File: config.mk
export PLATFORM = sky130hd
export DESIGN_NAME = hnp_cell
export DESIGN_NICKNAME = d
export VERILOG_FILES = /design/src/hnp_pkg.sv /design/src/hnp_cell.sv
export SDC_FILE = /design/constraint.sdc
export NUM_CORES = 2
export LEC_CHECK = 0
export BUFFER_PORTS_ARGS = -buffer_cell sky130_fd_sc_hd__buf_2
export CORE_AREA = 2 2 463 465
export CTS_CLUSTER_DIAMETER = 40
export DETAILED_ROUTE_END_ITERATION = 6
export DIE_AREA = 0 0 465 467
export PLACE_DENSITY_LB_ADDON = 0.15
export SYNTH_ARGS = -nofsm -noshare
export SYNTH_HDL_FRONTEND = slang
export SYNTH_SLANG_ARGS = --single-unit
File: constraint.sdc
create_clock -name clk -period 9.3 [get_ports clk]
set_input_delay 1.395 -clock clk [delete_from_list [all_inputs] [get_ports clk]]
set_output_delay 1.395 -clock clk [all_outputs]
set_load 0.005 [all_outputs]
File: src/hnp_pkg.sv
// Shared widths, codes and word types of the heightfield normal packer.
`default_nettype none
package hnp_pkg;

  // Default scales and elevation width
  localparam int XY_FULL_SCALE_DEF = 1023;
  localparam int Z_FULL_SCALE_DEF  = 1023;
  localparam int ELEV_BITS_DEF     = 16;

  // Register word width and register indexes
  localparam int CFG_W = 32;
  localparam int CFG_ADDR_W = 2;
  localparam logic [CFG_ADDR_W-1:0] REG_DY_SCALE  = 2'd0;
  localparam logic [CFG_ADDR_W-1:0] REG_DX_SCALE  = 2'd1;
  localparam logic [CFG_ADDR_W-1:0] REG_CELL_AREA = 2'd2;
  localparam logic [CFG_W-1:0] SCALE_ONE = 32'h0001_0000;

  // Place codes
  localparam logic [1:0] PLACE_FIRST = 2'd0;
  localparam logic [1:0] PLACE_MID   = 2'd1;
  localparam logic [1:0] PLACE_LAST  = 2'd2;
  localparam logic [1:0] PLACE_ALT   = 2'd3;

  // Reduced vector and search widths
  localparam int RED_BITS = 20;
  localparam int K_W  = 10;
  localparam int S_W  = 2 * RED_BITS + 2;
  localparam int T_W  = RED_BITS + K_W;
  localparam int F_W  = 2 * T_W;
  localparam int P_W  = 2 * K_W + S_W;
  localparam int Q_W  = K_W + S_W;
  localparam int XY_W = K_W + 1;
  localparam int Z_W  = K_W;
  localparam int OUT_W = 2 * XY_W + Z_W;

  // Cycles from the start edge to the done sample edge
  localparam int LATENCY = 17;

  // One search lane: trial code, k^2*s, k*s and the target (fs*a)^2
  typedef struct packed {
    logic [K_W-1:0] k;
    logic [P_W-1:0] p;
    logic [Q_W-1:0] q;
    logic [F_W-1:0] f;
  } lane_t;

  // Word handed from cell to cell
  typedef struct packed {
    logic           vld;
    logic           zero;
    logic           nx;
    logic           ny;
    logic [S_W-1:0] s;
    lane_t          x;
    lane_t          y;
    lane_t          z;
  } cell_word_t;

endpackage
`default_nettype wire

File: src/hnp_cell.sv
// One search cell: settles one bit of each lane's code and passes the word on.
`default_nettype none
module hnp_cell #(
  parameter int BIT = 0
) (
  input  wire                 clk,
  input  wire                 rst,
  input  hnp_pkg::cell_word_t wi,
  output hnp_pkg::cell_word_t wo
);
  import hnp_pkg::*;

  localparam logic [K_W-1:0] BIT_MASK = K_W'(1) << BIT;

  // Try setting this bit: (k+2^b)^2*s = k^2*s + 2^(b+1)*k*s + 2^(2b)*s
  function automatic lane_t lane_step(input lane_t l, input logic [S_W-1:0] s);
    logic [P_W-1:0] pt;
    lane_t r;
    pt = l.p + (P_W'(l.q) << (BIT + 1)) + (P_W'(s) << (2 * BIT));
    r  = l;
    if (P_W'(pt) <= P_W'(l.f)) begin
      r.k = l.k | BIT_MASK;
      r.p = pt;
      r.q = l.q + (Q_W'(s) << BIT);
    end
    return r;
  endfunction

  // Advance the valid mark
  always_ff @(posedge clk) begin
    if (rst) begin
      wo.vld <= 1'b0;
    end else begin
      wo.vld <= wi.vld;
    end
  end

  // Advance the lanes
  always_ff @(posedge clk) begin
    wo.zero <= wi.zero;
    wo.nx   <= wi.nx;
    wo.ny   <= wi.ny;
    wo.s    <= wi.s;
    wo.x    <= lane_step(wi.x, wi.s);
    wo.y    <= lane_step(wi.y, wi.s);
    wo.z    <= lane_step(wi.z, wi.s);
  end

endmodule
`default_nettype wire

==> flow_metrics.tcl <==
set metrics [dict create \
    status "complete, no violations" \
    top_regs "wo: 598 flops" \
    fmax_mhz 117 \
    maxCapViolCount 0 \
    final.min_clock_period_ns 8.58 \
    rows 169 \
    grt_usage_pct 19.7 \
    die-height_um 467 \
    ys.flop_type "dfxtp_1" \
    hold_violations 0 \
    power.density_mw_per_mm2 229 \
    setup_viol 0 \
    clock-root-buffer "clkbuf_16" \
    seq_area_frac_synth_pct 30.5 \
    p_total_mw 12.5 \
    avgSynthCellArea_um2 9.51 \
    final_common_cell "buf_2" \
    layout.area.seq_mm2 0.0120 \
    slew_violations 0 \
    multi_input_area_mm2 0.0258 \
    drt_pass1_iterations 5 \
    io_buffers 1197 \
    syn_to_final_growth_pct 38.8 \
    final_cell_mix "buf_2, dfxtp_1, ha_1, a21oi_1, inv_1" \
    grt_pass1_wl_um 299000 \
    gp_congestion 0.873 \
    ys_warn_count 0 \
    drc 0 \
    cts_setup_buffers 0 \
    wl_per_cell_um 26.3 \
    rsz0062_at_grt "false" \
    critPathLaunchType "input pin" \
    relSlewSlack_pct 25.7 \
    syn_nets 5355 \
    fillers 23145 \
    synthTopCellsByArea "dfxtp_1, ha_1, mux2_2" \
    cts-resized-gates 0 \
    synth_cells 4125 \
    final_area_mm2 0.0544 \
    htreeDepth 4 \
    cts.sinks 598 \
    leakage_nw 25.7 \
    fp.dieW_um 465 \
    setup.worst_path.start "wi[580]" \
    grt_max_degree 56 \
    synth-async-reset-ratio_pct 0 \
    place_area_mm2 0.0490 \
    hold_path_startpoint "wi[181]" \
    worstPathArrival_ns 9.22 \
    syn_area_mm2 0.0392 \
    regMostFlops "wo" \
    yosysUniqueCellTypes 92 \
    initial_core_util_pct 18.5 \
    cp-end-kind "flop" \
    required_ns 9.94 \
    io_pins 1198 \
    drt_iter0_drc 2018 \
    fin_nets 6696 \
    wirelength_um 222000 \
    viasPerCell 4.40 \
    ys_ff_latch 598 \
    layout-drive-gt1-share_pct 32.6 \
    irDropWorstVdd_mv 0.173 \
    core_region_area_mm2 0.212 \
    fin_setup_tns_ns 0 \
    cts_hold_buffers 0 \
    cts_tree "yes" \
    clkTransAtPathRegs_ns 0.05 \
    synth_top_area_cell "dfxtp_1" \
    path_class "in2reg" \
    grt_pass1_vias 36838 \
    period_share_pct 92.3 \
    vias 37199 \
    synth_top_area_share_pct 30.5 \
    grt_overflow 0 \
    die_area_mm2 0.217 \
    largest_register_ffs 598 \
    synth_edf_count 0 \
    critPathMaxFanout 55 \
    dpl.hpwl_um 194000 \
    antenna_found_initial 120 \
    worst_pin_slew_ns 1.11 \
    ant_nets 0 \
    clk_path_buf_depth 3 \
    hp-class "in2reg" \
    cts_inserted_buffers 156 \
]
==> report_power, final <==
part | internal (mW) | switching (mW)
registers | 2.81 | 0.0785
logic | 1.61 | 2.51
clock network | 3.47 | 1.99
==> Yosys cell counts (34+ instances only) <==
cell,number
nor3_1,40
nand2_1,211
nand4_1,76
o21a_1,48
o211ai_1,34
inv_1,261
a31oi_1,37
a21o_1,206
a21oi_1,357
xor2_1,111
nand3_1,84
clkbuf_1,52
and3_1,46
mux2_2,241
nand2b_1,46
xnor2_1,214
dfxtp_1,598
fa_1,129
nor2b_1,41
nor2_1,223
o21ai_0,189
a211oi_1,38
ha_1,501
==> path summary, 6_finish.rpt <==
| kind | endpoint | slack [ns] | cells after the start |
|---|---|---|---|
| worst max-delay path | wo[510]$_DFF_P_ | 0.72 | 26 |
| worst min-delay path | wo[181]$_DFF_P_ | 0.70 | 1 |
==> stage by stage <==
step,setup WS [ns],cells,utilization (%),hold slack (ns)
6_report,0.719,8445,25.7,0.696
5_1_grt,0.522,8433,25.7,0.620
4_1_cts,1.26,8421,25.7,0.591
3_5_place_dp,0.381,8129,23.2,1.50
3_3_place_gp,0.470,8129,23.2,1.50
2_1_floorplan,2.12,4125,-,1.42
==> logic make-up after synthesis <==
| kind of cell | after synthesis | synth area share, % |
|---|---|---|
| simple gates | 880 | 11.2 |
| compound gates | 1089 | 17.7 |
| fa+ha+maj | 630 | 22.6 |
| flops | 598 | 30.5 |
| mux | 245 | 7.03 |
| buf+inv | 358 | 3.68 |
| xor+xnor | 325 | 7.26 |
==> worst max-delay path, stage by stage <==
cell	delay (ns)
buf_2	0.22
buf_4	0.27
fa_1	0.46
ha_1	0.50
nand3_1	0.22
nor4_1	0.92
o21ai_0	0.21
a31oi_1	0.74
o211ai_1	0.24
nand2_1	0.16
o21ai_0	0.20
o21ai_0	0.32
a21oi_1	0.21
xnor2_1	0.19
ha_1	0.32
nand4_1	0.15
nor4_1	0.49
buf_4	0.24
nand3_1	0.08
nor2_1	0.15
nor2_1	0.05
a21oi_1	0.26
nand2_1	0.15
a2bb2o_4	0.28
buf_12	0.27
mux2_2	0.40
==> routing by layer <==
| layer | track usage, % | routed length [um] |
|---|---|---|
| met1 | 24.2 | 94600 |
| met2 | 32.5 | 103000 |
| met3 | 6.37 | 17600 |
| met4 | 5.94 | 6530 |
| met5 | 0 | 278 |
==> final cells by class <==
type / count / area share, %
Antenna cell: 24 / 0.110
Timing Repair Buffer: 1279 / 12.3
Multi-Input combinational cell: 3169 / 47.5
Tap cell: 2821 / 6.48
Sequential cell: 598 / 22.0
Clock buffer: 189 / 7.71
Inverter: 262 / 1.81
Clock inverter: 103 / 2.14
Power figures use the tool's default switching activity.
